$ cat src/hdl/atrp_pkg.sv
// Shared types and constants for the AT response byte parser.
// Holds the word structs, the character class codes and the buffer sizing.
// Depends on nothing; every other file of the block refers to it by scoped names.
`timescale 1ns / 1ps
`default_nettype none

package atrp_pkg;

    // Message buffer depth and the width of the write index that spans it.
    localparam int BUF_DEPTH = 256;
    localparam int IDX_W     = $clog2(BUF_DEPTH + 1);
    localparam int ADDR_W    = 8;

    // Depth of the queue between the classifier and the parser core.
    localparam int QDEPTH    = 2;
    localparam int QPTR_W    = $clog2(QDEPTH);
    localparam int QCNT_W    = $clog2(QDEPTH + 1);

    // Request codes.
    localparam logic REQ_BYTE  = 1'b0;
    localparam logic REQ_CLEAR = 1'b1;

    // Outcome codes reported with every result word.
    localparam logic [2:0] OC_PENDING  = 3'd0;
    localparam logic [2:0] OC_OK       = 3'd1;
    localparam logic [2:0] OC_ERROR    = 3'd2;
    localparam logic [2:0] OC_OVERFLOW = 3'd3;
    localparam logic [2:0] OC_MESSAGE  = 3'd4;

    // Character classes found by the classifier.
    localparam int CC_W = 4;
    localparam logic [CC_W-1:0] CC_OTHER = 4'd0;
    localparam logic [CC_W-1:0] CC_O     = 4'd1;
    localparam logic [CC_W-1:0] CC_K     = 4'd2;
    localparam logic [CC_W-1:0] CC_E     = 4'd3;
    localparam logic [CC_W-1:0] CC_R     = 4'd4;
    localparam logic [CC_W-1:0] CC_PLUS  = 4'd5;
    localparam logic [CC_W-1:0] CC_I     = 4'd6;
    localparam logic [CC_W-1:0] CC_P     = 4'd7;
    localparam logic [CC_W-1:0] CC_D     = 4'd8;
    localparam logic [CC_W-1:0] CC_DASH  = 4'd9;

    // Input word.
    typedef struct packed {
        logic       req_type;
        logic [7:0] rx_byte;
    } cmd_word_t;

    // Result word.
    typedef struct packed {
        logic [7:0]        echo_byte;
        logic              echo_valid;
        logic [2:0]        outcome;
        logic              store_we;
        logic [ADDR_W-1:0] store_addr;
        logic [7:0]        store_byte;
        logic              term_we;
        logic [ADDR_W-1:0] term_addr;
    } res_word_t;

    // Classified word held in the queue.
    typedef struct packed {
        logic            clear;
        logic [7:0]      data;
        logic [CC_W-1:0] cls;
    } class_word_t;

endpackage

`default_nettype wire

$ cat src/hdl/atrp_front.sv
// Front end of the AT response parser: classifies each incoming word.
// Maps the received character onto a small class code for the parser core.
// Depends on atrp_pkg.
`timescale 1ns / 1ps
`default_nettype none

module atrp_front (
    input  wire atrp_pkg::cmd_word_t   cmd,
    output atrp_pkg::class_word_t      cls_word
);

    // Decode the character into its class and flag clear words; the character is passed on for clear words too.
    always_comb
    begin
        cls_word.clear = (cmd.req_type == atrp_pkg::REQ_CLEAR);
        cls_word.data  = cmd.rx_byte;
        unique case (cmd.rx_byte)
            8'h4F:   cls_word.cls = atrp_pkg::CC_O;
            8'h4B:   cls_word.cls = atrp_pkg::CC_K;
            8'h45:   cls_word.cls = atrp_pkg::CC_E;
            8'h52:   cls_word.cls = atrp_pkg::CC_R;
            8'h2B:   cls_word.cls = atrp_pkg::CC_PLUS;
            8'h49:   cls_word.cls = atrp_pkg::CC_I;
            8'h50:   cls_word.cls = atrp_pkg::CC_P;
            8'h44:   cls_word.cls = atrp_pkg::CC_D;
            8'h2D:   cls_word.cls = atrp_pkg::CC_DASH;
            default: cls_word.cls = atrp_pkg::CC_OTHER;
        endcase
    end

endmodule

`default_nettype wire

$ cat src/hdl/atrp_queue.sv
// Short queue between the classifier and the parser core.
// A small register array with read and write pointers and a fill count.
// Depends on atrp_pkg.
`timescale 1ns / 1ps
`default_nettype none

module atrp_queue (
    input  wire                          clk,
    input  wire                          rst_n,
    input  wire                          push,
    input  wire atrp_pkg::class_word_t   push_word,
    output logic                         full,
    input  wire                          pop,
    output logic                         head_valid,
    output atrp_pkg::class_word_t        head_word
);

    atrp_pkg::class_word_t               mem [atrp_pkg::QDEPTH];
    logic [atrp_pkg::QPTR_W-1:0]         wr_ptr_reg, wr_ptr_next;
    logic [atrp_pkg::QPTR_W-1:0]         rd_ptr_reg, rd_ptr_next;
    logic [atrp_pkg::QCNT_W-1:0]         count_reg, count_next;
    logic                                do_push, do_pop;

    assign full       = (count_reg == atrp_pkg::QCNT_W'(atrp_pkg::QDEPTH));
    assign head_valid = (count_reg != '0);
    assign head_word  = mem[rd_ptr_reg];
    assign do_push    = push && !full;
    assign do_pop     = pop && head_valid;

    // Pointer and count update; pointers wrap at the queue depth.
    always_comb
    begin
        wr_ptr_next = wr_ptr_reg;
        rd_ptr_next = rd_ptr_reg;
        count_next  = count_reg;
        if (do_push)
        begin
            wr_ptr_next = (wr_ptr_reg == atrp_pkg::QPTR_W'(atrp_pkg::QDEPTH - 1)) ?
                          '0 : wr_ptr_reg + 1'b1;
        end
        if (do_pop)
        begin
            rd_ptr_next = (rd_ptr_reg == atrp_pkg::QPTR_W'(atrp_pkg::QDEPTH - 1)) ?
                          '0 : rd_ptr_reg + 1'b1;
        end
        if (do_push && !do_pop)
        begin
            count_next = count_reg + 1'b1;
        end
        else if (do_pop && !do_push)
        begin
            count_next = count_reg - 1'b1;
        end
    end

    // Control registers.
    always_ff @(posedge clk or negedge rst_n)
    begin
        if (!rst_n)
        begin
            wr_ptr_reg <= '0;
            rd_ptr_reg <= '0;
            count_reg  <= '0;
        end
        else
        begin
            wr_ptr_reg <= wr_ptr_next;
            rd_ptr_reg <= rd_ptr_next;
            count_reg  <= count_next;
        end
    end

    // Storage array.
    always_ff @(posedge clk)
    begin
        if (do_push)
        begin
            mem[wr_ptr_reg] <= push_word;
        end
    end

endmodule

`default_nettype wire

$ cat src/hdl/atrp_back.sv
// Parser core of the AT response parser: holds the parse state and write index.
// Applies one classified word per cycle while the result word is not stalled, and registers the result word.
// Depends on atrp_pkg.
`timescale 1ns / 1ps
`default_nettype none

module atrp_back (
    input  wire                          clk,
    input  wire                          rst_n,
    input  wire                          head_valid,
    input  wire atrp_pkg::class_word_t   head_word,
    output logic                         pop,
    output logic                         res_valid,
    input  wire                          res_stall,
    output atrp_pkg::res_word_t          res
);

    // Parse state codes.
    localparam logic [3:0] ST_IDLE  = 4'd0;
    localparam logic [3:0] ST_O     = 4'd1;
    localparam logic [3:0] ST_OK    = 4'd2;
    localparam logic [3:0] ST_E     = 4'd3;
    localparam logic [3:0] ST_ER    = 4'd4;
    localparam logic [3:0] ST_ERR   = 4'd5;
    localparam logic [3:0] ST_ERRO  = 4'd6;
    localparam logic [3:0] ST_ERROR = 4'd7;
    localparam logic [3:0] ST_PLUS  = 4'd8;
    localparam logic [3:0] ST_PI    = 4'd9;
    localparam logic [3:0] ST_PIP   = 4'd10;
    localparam logic [3:0] ST_DATA  = 4'd11;
    localparam logic [3:0] ST_R_OK  = 4'd12;
    localparam logic [3:0] ST_R_ERR = 4'd13;
    localparam logic [3:0] ST_R_OVF = 4'd14;
    localparam logic [3:0] ST_R_MSG = 4'd15;

    logic [3:0]                   state_reg, state_next;
    logic [atrp_pkg::IDX_W-1:0]   idx_reg, idx_next;
    logic [atrp_pkg::IDX_W-1:0]   idx_inc;
    logic [3:0]                   st_mid;
    logic                         res_valid_reg;
    atrp_pkg::res_word_t          res_reg, res_next;
    logic                         out_free;

    assign out_free  = !res_valid_reg || !res_stall;
    assign pop       = head_valid && out_free;
    assign res_valid = res_valid_reg;
    assign res       = res_reg;
    assign idx_inc   = idx_reg + 1'b1;

    // One parser step on the head word.
    always_comb
    begin
        state_next = state_reg;
        idx_next   = idx_reg;
        st_mid     = state_reg;
        res_next   = '0;
        if (head_word.clear)
        begin
            state_next = ST_IDLE;
        end
        else
        begin
            res_next.echo_byte  = head_word.data;
            res_next.echo_valid = 1'b1;
            if (state_reg < ST_R_OK)
            begin
                // Act on the held state first.
                if (state_reg == ST_OK)
                begin
                    st_mid = ST_R_OK;
                end
                else if (state_reg == ST_ERROR)
                begin
                    st_mid = ST_R_ERR;
                end
                else if (state_reg == ST_DATA)
                begin
                    res_next.store_we   = 1'b1;
                    res_next.store_addr = atrp_pkg::ADDR_W'(idx_reg);
                    res_next.store_byte = head_word.data;
                    if (idx_inc == atrp_pkg::IDX_W'(atrp_pkg::BUF_DEPTH))
                    begin
                        st_mid   = ST_R_OVF;
                        idx_next = '0;
                    end
                    else
                    begin
                        idx_next = idx_inc;
                    end
                end

                // Then the character rule moves the state.
                state_next = st_mid;
                unique case (head_word.cls)
                    atrp_pkg::CC_O:
                    begin
                        state_next = (st_mid == ST_ERR) ? ST_ERRO : ST_O;
                    end
                    atrp_pkg::CC_K:
                    begin
                        state_next = (st_mid == ST_O) ? ST_OK : ST_IDLE;
                    end
                    atrp_pkg::CC_E:
                    begin
                        state_next = ST_E;
                    end
                    atrp_pkg::CC_R:
                    begin
                        if (st_mid == ST_E)
                        begin
                            state_next = ST_ER;
                        end
                        else if (st_mid == ST_ER)
                        begin
                            state_next = ST_ERR;
                        end
                        else if (st_mid == ST_ERRO)
                        begin
                            state_next = ST_ERROR;
                        end
                    end
                    atrp_pkg::CC_PLUS:
                    begin
                        state_next = ST_PLUS;
                    end
                    atrp_pkg::CC_I:
                    begin
                        if (st_mid == ST_PLUS)
                        begin
                            state_next = ST_PI;
                        end
                    end
                    atrp_pkg::CC_P:
                    begin
                        if (st_mid == ST_PI)
                        begin
                            state_next = ST_PIP;
                        end
                    end
                    atrp_pkg::CC_D:
                    begin
                        if (st_mid == ST_PIP)
                        begin
                            state_next = ST_DATA;
                        end
                        idx_next = '0;
                    end
                    atrp_pkg::CC_DASH:
                    begin
                        if (st_mid == ST_DATA)
                        begin
                            state_next = ST_R_MSG;
                        end
                        res_next.term_we   = 1'b1;
                        res_next.term_addr = atrp_pkg::ADDR_W'(idx_next);
                    end
                    default:
                    begin
                        state_next = st_mid;
                    end
                endcase
            end
        end

        // Report the outcome held after the step.
        unique case (state_next)
            ST_R_OK:  res_next.outcome = atrp_pkg::OC_OK;
            ST_R_ERR: res_next.outcome = atrp_pkg::OC_ERROR;
            ST_R_OVF: res_next.outcome = atrp_pkg::OC_OVERFLOW;
            ST_R_MSG: res_next.outcome = atrp_pkg::OC_MESSAGE;
            default:  res_next.outcome = atrp_pkg::OC_PENDING;
        endcase
    end

    // Parser state and output valid.
    always_ff @(posedge clk or negedge rst_n)
    begin
        if (!rst_n)
        begin
            state_reg     <= ST_IDLE;
            idx_reg       <= '0;
            res_valid_reg <= 1'b0;
        end
        else
        begin
            if (pop)
            begin
                state_reg <= state_next;
                idx_reg   <= idx_next;
            end
            if (out_free)
            begin
                res_valid_reg <= pop;
            end
        end
    end

    // Result word register.
    always_ff @(posedge clk)
    begin
        if (pop)
        begin
            res_reg <= res_next;
        end
    end

endmodule

`default_nettype wire

$ cat src/hdl/at_response_byte_parser.sv
// AT response byte parser: top level joining classifier, queue and parser core.
// A word accepted into the queue is applied by the parser core, which registers its result word.
// Throughput: one word per cycle while the result word is not stalled.
// While the result is stalled the two-entry queue takes up to two more words,
// then the input stalls until the result word is taken.
// Reset (rst_n, asynchronous, active low) sets the state to idle, the index
// to zero and empties the queue and output register.
`timescale 1ns / 1ps
`default_nettype none

module at_response_byte_parser (
    input  wire                          clk,
    input  wire                          rst_n,
    input  wire                          cmd_valid,
    output logic                         cmd_stall,
    input  wire atrp_pkg::cmd_word_t     cmd,
    output logic                         res_valid,
    input  wire                          res_stall,
    output atrp_pkg::res_word_t          res
);

    atrp_pkg::class_word_t cls_word;
    atrp_pkg::class_word_t head_word;
    logic                  q_full;
    logic                  head_valid;
    logic                  pop;

    assign cmd_stall = q_full;

    // Classify the incoming word.
    atrp_front u_front (
        .cmd      (cmd),
        .cls_word (cls_word)
    );

    // Queue between classifier and parser core.
    atrp_queue u_queue (
        .clk        (clk),
        .rst_n      (rst_n),
        .push       (cmd_valid),
        .push_word  (cls_word),
        .full       (q_full),
        .pop        (pop),
        .head_valid (head_valid),
        .head_word  (head_word)
    );

    // Parser core with the result register.
    atrp_back u_back (
        .clk        (clk),
        .rst_n      (rst_n),
        .head_valid (head_valid),
        .head_word  (head_word),
        .pop        (pop),
        .res_valid  (res_valid),
        .res_stall  (res_stall),
        .res        (res)
    );

endmodule

`default_nettype wire
$ cat config.mk
export PLATFORM = sky130hd
export DESIGN_NAME = at_response_byte_parser
export DESIGN_NICKNAME = d
export VERILOG_FILES = /design/src/hdl/atrp_pkg.sv /design/src/hdl/atrp_front.sv /design/src/hdl/atrp_queue.sv /design/src/hdl/atrp_back.sv /design/src/hdl/at_response_byte_parser.sv
export SDC_FILE = /design/constraint.sdc
export NUM_CORES = 1
export LEC_CHECK = 0
export BUFFER_PORTS_ARGS = -buffer_cell sky130_fd_sc_hd__buf_2
export CELL_PAD_IN_SITES_DETAIL_PLACEMENT = 0
export CELL_PAD_IN_SITES_GLOBAL_PLACEMENT = 1
export CORE_MARGIN = 2
export CORE_UTILIZATION = 42
export DETAILED_ROUTE_END_ITERATION = 8
export PLACE_DENSITY = 0.82
export SYNTH_ARGS = -nofsm -noshare
export SYNTH_HDL_FRONTEND = slang
export SYNTH_HIERARCHICAL = 1
export SYNTH_SLANG_ARGS = --single-unit
$ cat constraint.sdc
create_clock -name clk -period 2.46 [get_ports clk]
set_input_delay 0.492 -clock clk [delete_from_list [all_inputs] [get_ports clk]]
set_output_delay 0.492 -clock clk [all_outputs]
set_load 0.01 [all_outputs]
* Word level (Yosys, flattened, before mapping) *
Memories as Yosys holds them, arrays and structs flattened.
Index checks and enable logic that the tools add are counted.

storage, ports and cells
  register bits after elaboration = 56
  memory bits (writable) = 26
  input bits = 13
  output and inout bits = 40
  word-level logic and storage cells = 118
  memories = 1

memory list
  memory       depth  bits a word  read ports  clocked after Yosys merged registers in  write ports  RTL line          RTL
  u_queue.mem  2      13           1           0                                        1            atrp_queue.sv:18  atrp_pkg::class_word_t mem [atrp_pkg::QDEPTH];

operators by class
  $add $sub $neg = 5
  magnitude comparators = 1
  equality and inequality tests = 38
  mux-type cells = 34
  bitwise gates (word level) = 4
  reduce and logical (&&, ||, !) cells = 20

operator list
  cell                 number
  $pmux 4 s9           2
  $mux 4               15
  $eq 8x7->1 const B   7
  $mux 9               6
  $eq 4x4->1 const B   11
  $eq 4x3->1 const B   8
  $mux 17              1
  $eq 4x2->1 const B   4
  $eq 8x6->1 const B   2
  $pmux 3 s4           1
  $add 9x1->9 const B  1
  $eq 9x9->1 const B   1
  $eq 4x1->1 const B   2
  $mux 2               3
  $reduce_and 6->1     1
  $reduce_bool 2->1    3
  $logic_and 1x1->1    5
  $logic_not 1->1      5
  $mux 1               5
  $reduce_or 5->1      1
  $lt 4x4->1 const B   1
  $ne 2x2->1 const B   2
  $not 1->1            4
  $reduce_or 4->1      1
  other kinds (9)      10

* Depth between registers and ports, before layout *
Gate-level depths: netlist (run 1).

  depth in word-level cells = 17
  depth in mapped cells = 10
  depth with buffers taken out = 8

* Modules after synthesis *
The synthesis (run 1) kept the hierarchy.

modules (own cells, without submodules)
  module      times used  cells an instance  area each (µm²)
  atrp_back   1           250                2706.3
  atrp_queue  1           59                 1141.1
  atrp_front  1           34                 247.7

* Worst setup path after synthesis (run 1) *
No wires, ideal clock.

  path kind = register to register
  start = reg u_queue.rd_ptr_reg
  end = reg u_back.res_reg, in the netlist u_back/res[26] (data pin)
  library setup time = 264 ps
  arrival time = 2168 ps
  required time = 2196 ps
  setup slack = 29 ps
  cell stages (with the launch flop) = 11
  path buffers = 3
  clock period less this slack = 2431 ps
  cells stage by stage = dfrtp_1 > buf_6 > mux2_2 > buf_2 > or2_1 > buf_2 > nor3b_4 > a22oi_2 > nand4_1 > nand3_1 > nor2b_1

RTL lines
  what                    RTL line          RTL
  from (decl)             atrp_queue.sv:20  logic [atrp_pkg::QPTR_W-1:0] rd_ptr_reg, rd_ptr_next;
  from (signal assigned)  atrp_queue.sv:68  rd_ptr_reg <= rd_ptr_next;
  to (signal assigned)    atrp_back.sv:203  res_reg <= res_next;
  to (decl)               atrp_back.sv:41   atrp_pkg::res_word_t res_reg, res_next;

==> results.yml, run 1 <==
sta:
  rsz0062_at_grt: "false"
  max-slew-margin-rel_pct: 57.4
  setup_tns_ps: 0
  tightest_slew_ps: 639
  finClkSkew_ps: 10.8
  fin_crit_sh_pct: 93.7
  min_period_ps: 2310
  finalHoldViolations: 0
  whs_ps: 72.4
  setup_viol: 0
  fmax_mhz: 434
  drv_slew: 0
setup_path:
  worstPathRequired_ps: 2560
  end_kind: "flop"
  worstPathArrival_ps: 2400
  worst_path_largest_cell_delay_ps: 500
  startpoint_type: "flop"
  path_delay_family: "simple AND/OR/NAND/NOR gates"
  path_class: "reg -> reg"
  crit_cells: 7
  path_buf_inv: 0
  slowest_stage: "or3b_2"
  reg2regPathDepth: 7
  path_max_fanout: 7
  worstPathCellList: "mux2_2 -> or3b_2 -> a21oi_1 -> nor3_1 -> nand4_1 -> nand3_1 -> nor2b_1"
clock_tree:
  cts_max_level: 3
  cts.reportedPaths.clkPinSlew_ps: 90
  cts_buffer_depth: 2
  clk_latency_ps: 360
  cts_buffers: 9
  hold_buffers: 0
  cts_tree: "built"
  cts_sinks: 82
  clockRootBuffer: "clkbuf_8"
status:
  status: "finished, final reports clean"
synthesis:
  synth_area_per_cell_um2: 11.9
  ys.flop_type: "edfxtp_1"
  synthesis.nets: 358
  synth_warnings: 6
  syn_inst: 343
  ys_async_sr_fraction_pct: 22.0
  synth_seq_area_share_pct: 57.9
  synth_cell_type_count: 66
  synth_seq_cells: 82
  netlist_area_um2: 4100
  synth-edff-count: 64
pwr:
  p_leak_nw: 1.82
  clockPowerShare_pct: 21.8
  intPower_mw: 3.20
  powerDensity_nw_per_um2: 1040
  switching_share_pct: 33.7
  ir_drop_uv: 378
  combPwrFrac_pct: 33.5
  seq_power_share_pct: 44.7
  power.switching_mw: 1.63
cells_and_area:
  multiInputGateArea_um2: 1510
  mostFrequentLayoutCells: "edfxtp_1 (64), buf_2 (52), nand2_1 (26)"
  areaGrowthSynthToFinish_pct: 13.7
  largest_reg_flops: 38
  nNetsFinal: 410
  antennaDiodeCount: 0
  drive_above_1_share_pct: 28.2
  fillCellCount: 908
  final_common_cell: "edfxtp_1"
  seqCellArea_um2: 2370
floorplan:
  fp.dieArea_um2: 10600
  ios: 53
  fp.dieW_um: 103
  initial_core_util_pct: 42.5
  core_um2: 9640
  row_count: 36
  die_h_um: 103
route:
  drtPass1Iterations: 4
  routed_via_density: 5.24
  via_count: 2791
  routedWlPerCell_um: 15.1
  drt_iter0_drc: 202
  drt_wl_total_um: 8050
  ant_nets: 0
  route.detailed.drc: 0
place:
  io_buffers: 52
  dp_hpwl_um: 5770
  place_congestion: 0.853
global_routing:
  grt_pass1_wl_um: 12900
  grt_max_degree: 41
  antenna_found_initial: 0
  grt_use_total_pct: 16.0
  grt_pass1_vias: 2651
  gr-total-overflow: 0
job:
  max_cap_viol_count: 0
hold_path:
  hp-class: "in -> async"
power by group through the flow:
stage	registers (mW)	logic (mW)	clock network (mW)
final	2.16	1.62	1.05
after global routing	2.21	1.80	1.13
after CTS	2.17	1.64	1.08
after detailed placement	2.20	1.63	0
after global placement	2.19	1.62	0
after floorplan	2.26	1.02	0
final cells by class:
cell class                      instances  share of cell area (%)
Clock buffer                           10                    2.74
Clock inverter                          6                    1.91
Inverter                               12                   0.967
Multi-Input combinational cell        226                    32.3
Sequential cell                        82                    51.0
Tap cell                              133                    3.57
Timing Repair Buffer                   64                    7.52
synthesized netlist by cell type, types with 4 or more instances:
library cell,instances,area (µm²)
edfxtp_1,64,1920
nand2_1,26,97.6
o21ai_0,25,125
nor2_1,24,90.1
dfrtp_1,18,450
mux2_2,13,146
inv_1,12,45.0
and2_1,11,68.8
nor2b_1,11,68.8
and3_1,9,56.3
buf_4,9,67.6
xnor2_1,9,78.8
a21oi_1,8,40.0
nand3_1,7,35.0
a31oi_1,6,37.5
o31ai_1,6,45.0
nand2b_1,5,31.3
clkbuf_1,4,15.0
xor2_1,4,35.0
worst register-to-register path, stage by stage, from the launching register on:
cell and delay (ps):
dfrtp_2 450, mux2_2 420, or3b_2 500, a21oi_1 200, nor3_1 80, nand4_1 130, nand3_1 120, nor2b_1 160
per-stage QoR:
step / instance area, µm² / worst slack (ps) / utilization [%] / instances / total power [mW]
after floorplan: 4100 / 28.7 / - / 343 / 3.28
after global placement: 4430 / 72.6 / 46.0 / 517 / 3.81
after detailed placement: 4430 / 83.5 / 46.0 / 517 / 3.83
after CTS: 4650 / 65.5 / 48.2 / 533 / 4.88
after global routing: 4660 / 8.61 / 48.3 / 533 / 5.14
final: 4660 / 154 / 48.3 / 533 / 4.83
cells by family after synthesis:
| logic type | share of synthesized area [%] |
|---|---|
| and+or+nand+nor | 18.6 |
| DFF | 57.9 |
| AOI/OAI and AO/OA | 10.8 |
| buffers and inverters | 5.44 |
| muxes | 3.82 |
| xor gates and xnor gates | 2.78 |
| adders and majority gates | 0.611 |
layer usage:
layer  vias up  wire (µm)  track usage, %
met2        75       3860            26.2
met1      1347       3710            20.9
met5         -          0               0
li1       1355          -               -
met4         0        144            6.17
met3        14        329            3.53
timing repair:
item | in CTS | in global routing
endpoints found under the hold margin | 0 | 0
setup endpoints to repair | 0 | 4
resized for setup | 0 | 3
setup buffers | 0 | 0
worst paths after layout:
path	start	to	slack [ps]
hold / removal	rst_n	u_queue/rd_ptr_reg	70
setup reg to reg	u_queue/rd_ptr_reg	u_back/res[26]	150
hold reg to reg	u_queue/count_reg[1]	u_queue/count_reg[1]	500
min in group clk	cmd[8]	u_queue/mem[1][12]	320
max in group asynchronous	rst_n	u_queue/rd_ptr_reg	2050
setup / recovery	u_queue/rd_ptr_reg	u_back/res[26]	150
Note: power is estimated with default switching activity, not from simulation.
==> run 2, diff against run 1 <==
--- a/config.mk
+++ b/config.mk
@@ -12,6 +12,7 @@
 export CORE_UTILIZATION = 42
 export DETAILED_ROUTE_END_ITERATION = 8
 export PLACE_DENSITY = 0.82
+export SETUP_SLACK_MARGIN = 0.3
 export SYNTH_ARGS = -nofsm -noshare
 export SYNTH_HDL_FRONTEND = slang
 export SYNTH_HIERARCHICAL = 1
==> run 2 against run 1 <==
Clock power about the same. Routed wire length is 9.8% higher. Register-to-register slack better by 80 ps. Die area unchanged. Core utilization rose by 2.9 points. Power up 7.8%.
==> results.yml, run 2 (same netlist as run 1, synthesis figures left out) <==
status:
  status: "finished, final reports clean"
sta:
  finalHoldViolations: 0
  setup_viol: 0
  max-slew-margin-rel_pct: 57.1
  worst_slack_ps: 235
  fin_crit_sh_pct: 90.5
  fmax_mhz: 449
  setup_tns_ps: 0
  drv_slew: 0
  tightest_slew_ps: 644
  rsz0062_at_grt: "true"
  min_period_ps: 2230
  finClkSkew_ps: 11.1
clock_tree:
  cts_buffers: 9
  cts_max_level: 3
  hold_buffers: 0
  clk_latency_ps: 360
  cts_buffer_depth: 2
  cts.reportedPaths.clkPinSlew_ps: 90
  cts_sinks: 82
  clockRootBuffer: "clkbuf_8"
  cts_tree: "built"
pwr:
  p_leak_nw: 1.93
  powerDensity_nw_per_um2: 1050
  ir_drop_uv: 477
hold_path:
  hp-class: "in -> async"
floorplan:
  fp.dieW_um: 103
  ios: 53
  fp.dieArea_um2: 10600
  core_um2: 9640
  initial_core_util_pct: 42.5
  row_count: 36
  die_h_um: 103
global_routing:
  antenna_found_initial: 0
  grt_use_total_pct: 17.6
  grt_pass1_wl_um: 14000
  gr-total-overflow: 0
  grt_max_degree: 41
  grt_pass1_vias: 2688
cells_and_area:
  multiInputGateArea_um2: 1650
  fillCellCount: 879
  areaGrowthSynthToFinish_pct: 20.6
  mostFrequentLayoutCells: "edfxtp_1 (64), buf_2 (52), buf_4 (26)"
  seqCellArea_um2: 2380
  antennaDiodeCount: 0
  final_common_cell: "edfxtp_1"
  drive_above_1_share_pct: 36.8
  largest_reg_flops: 38
  nNetsFinal: 426
setup_path:
  path_max_fanout: 5
  r2r_slack_ps: 230
  regToRegStartpoint: "u_queue/rd_ptr_reg"
  startpoint_type: "flop"
  r2r-end: "u_back/res[26]"
  reg2regPathDepth: 7
  path_buf_inv: 0
  path_delay_family: "simple AND/OR/NAND/NOR gates"
  worstPathRequired_ps: 2580
  slowest_stage: "dfrtp_2"
  worst_path_largest_cell_delay_ps: 470
  path_class: "reg -> reg"
  worstPathCellList: "mux2_4 -> or2_4 -> a2111oi_4 -> nor3_2 -> nand4_1 -> nand3_2 -> nor2b_4"
  worstPathArrival_ps: 2350
  end_kind: "flop"
place:
  dp_hpwl_um: 5920
  post-place-ws_ps: 48.6
  place_congestion: 0.881
  io_buffers: 52
route:
  ant_nets: 0
  drt_iter0_drc: 226
  via_count: 2886
  routed_via_density: 5.26
  route.detailed.drc: 0
  routedWlPerCell_um: 16.1
  drtPass1Iterations: 4
  drt_wl_total_um: 8830
job:
  max_cap_viol_count: 0
==> run 2: worst max-delay path by stage <==
stage | from | endpoint | cells after the start
6_report | u_queue/rd_ptr_reg | u_back/res[26] | 7
5_1_grt | u_queue/rd_ptr_reg | u_back/res[28] | 8
4_1_cts | u_queue/rd_ptr_reg | u_back/res[26] | 7
2_1_floorplan | u_queue/rd_ptr_reg | u_back/res[26] | 10
3_5_place_dp | u_queue/rd_ptr_reg | u_back/res[28] | 8
3_3_place_gp | u_queue/rd_ptr_reg | u_back/res[26] | 7
==> run 2: final cells by class <==
| class | instances | area share (%) |
|---|---|---|
| clock inverter | 6 | 1.80 |
| timing repair buffer | 80 | 9.68 |
| inverter | 12 | 0.988 |
| multi-input combinational | 226 | 33.5 |
| clock buffer | 10 | 2.58 |
| tap | 133 | 3.37 |
| sequential | 82 | 48.1 |
==> run 2: what timing repair did <==
| action | CTS | global route |
|---|---|---|
| setup endpoints to repair | 13 | 18 |
| setup buffers | 6 | 7 |
| pin swaps | 8 | 9 |
| cloned | 0 | 1 |
| gates resized for setup | 18 | 28 |
==> run 2: power breakdown <==
group / internal, mW / switching, mW / total, mW
clock network: 0.574 / 0.508 / 1.08
logic: 0.836 / 1.13 / 1.97
registers: 1.98 / 0.180 / 2.16
==> run 2: through the flow <==
stage	utilization [%]	std cells	hold WS, ps	instance area (µm²)	total power [mW]
floorplan	-	343	196	4120	3.32
global placement	46.3	519	472	4470	3.84
detailed placement	46.3	519	483	4470	3.87
CTS	49.8	541	84.7	4800	5.11
global route	51.2	549	114	4940	5.52
finish	51.2	549	71.5	4940	5.21
==> run 2: per-layer routing <==
layer / wire length, µm / GRT usage (%) / vias up
met1: 3910 / 23.1 / 1411
met2: 4330 / 28.7 / 74
met5: 0 / 0 / -
li1: - / - / 1391
met4: 138 / 6.58 / 0
met3: 451 / 4.14 / 10
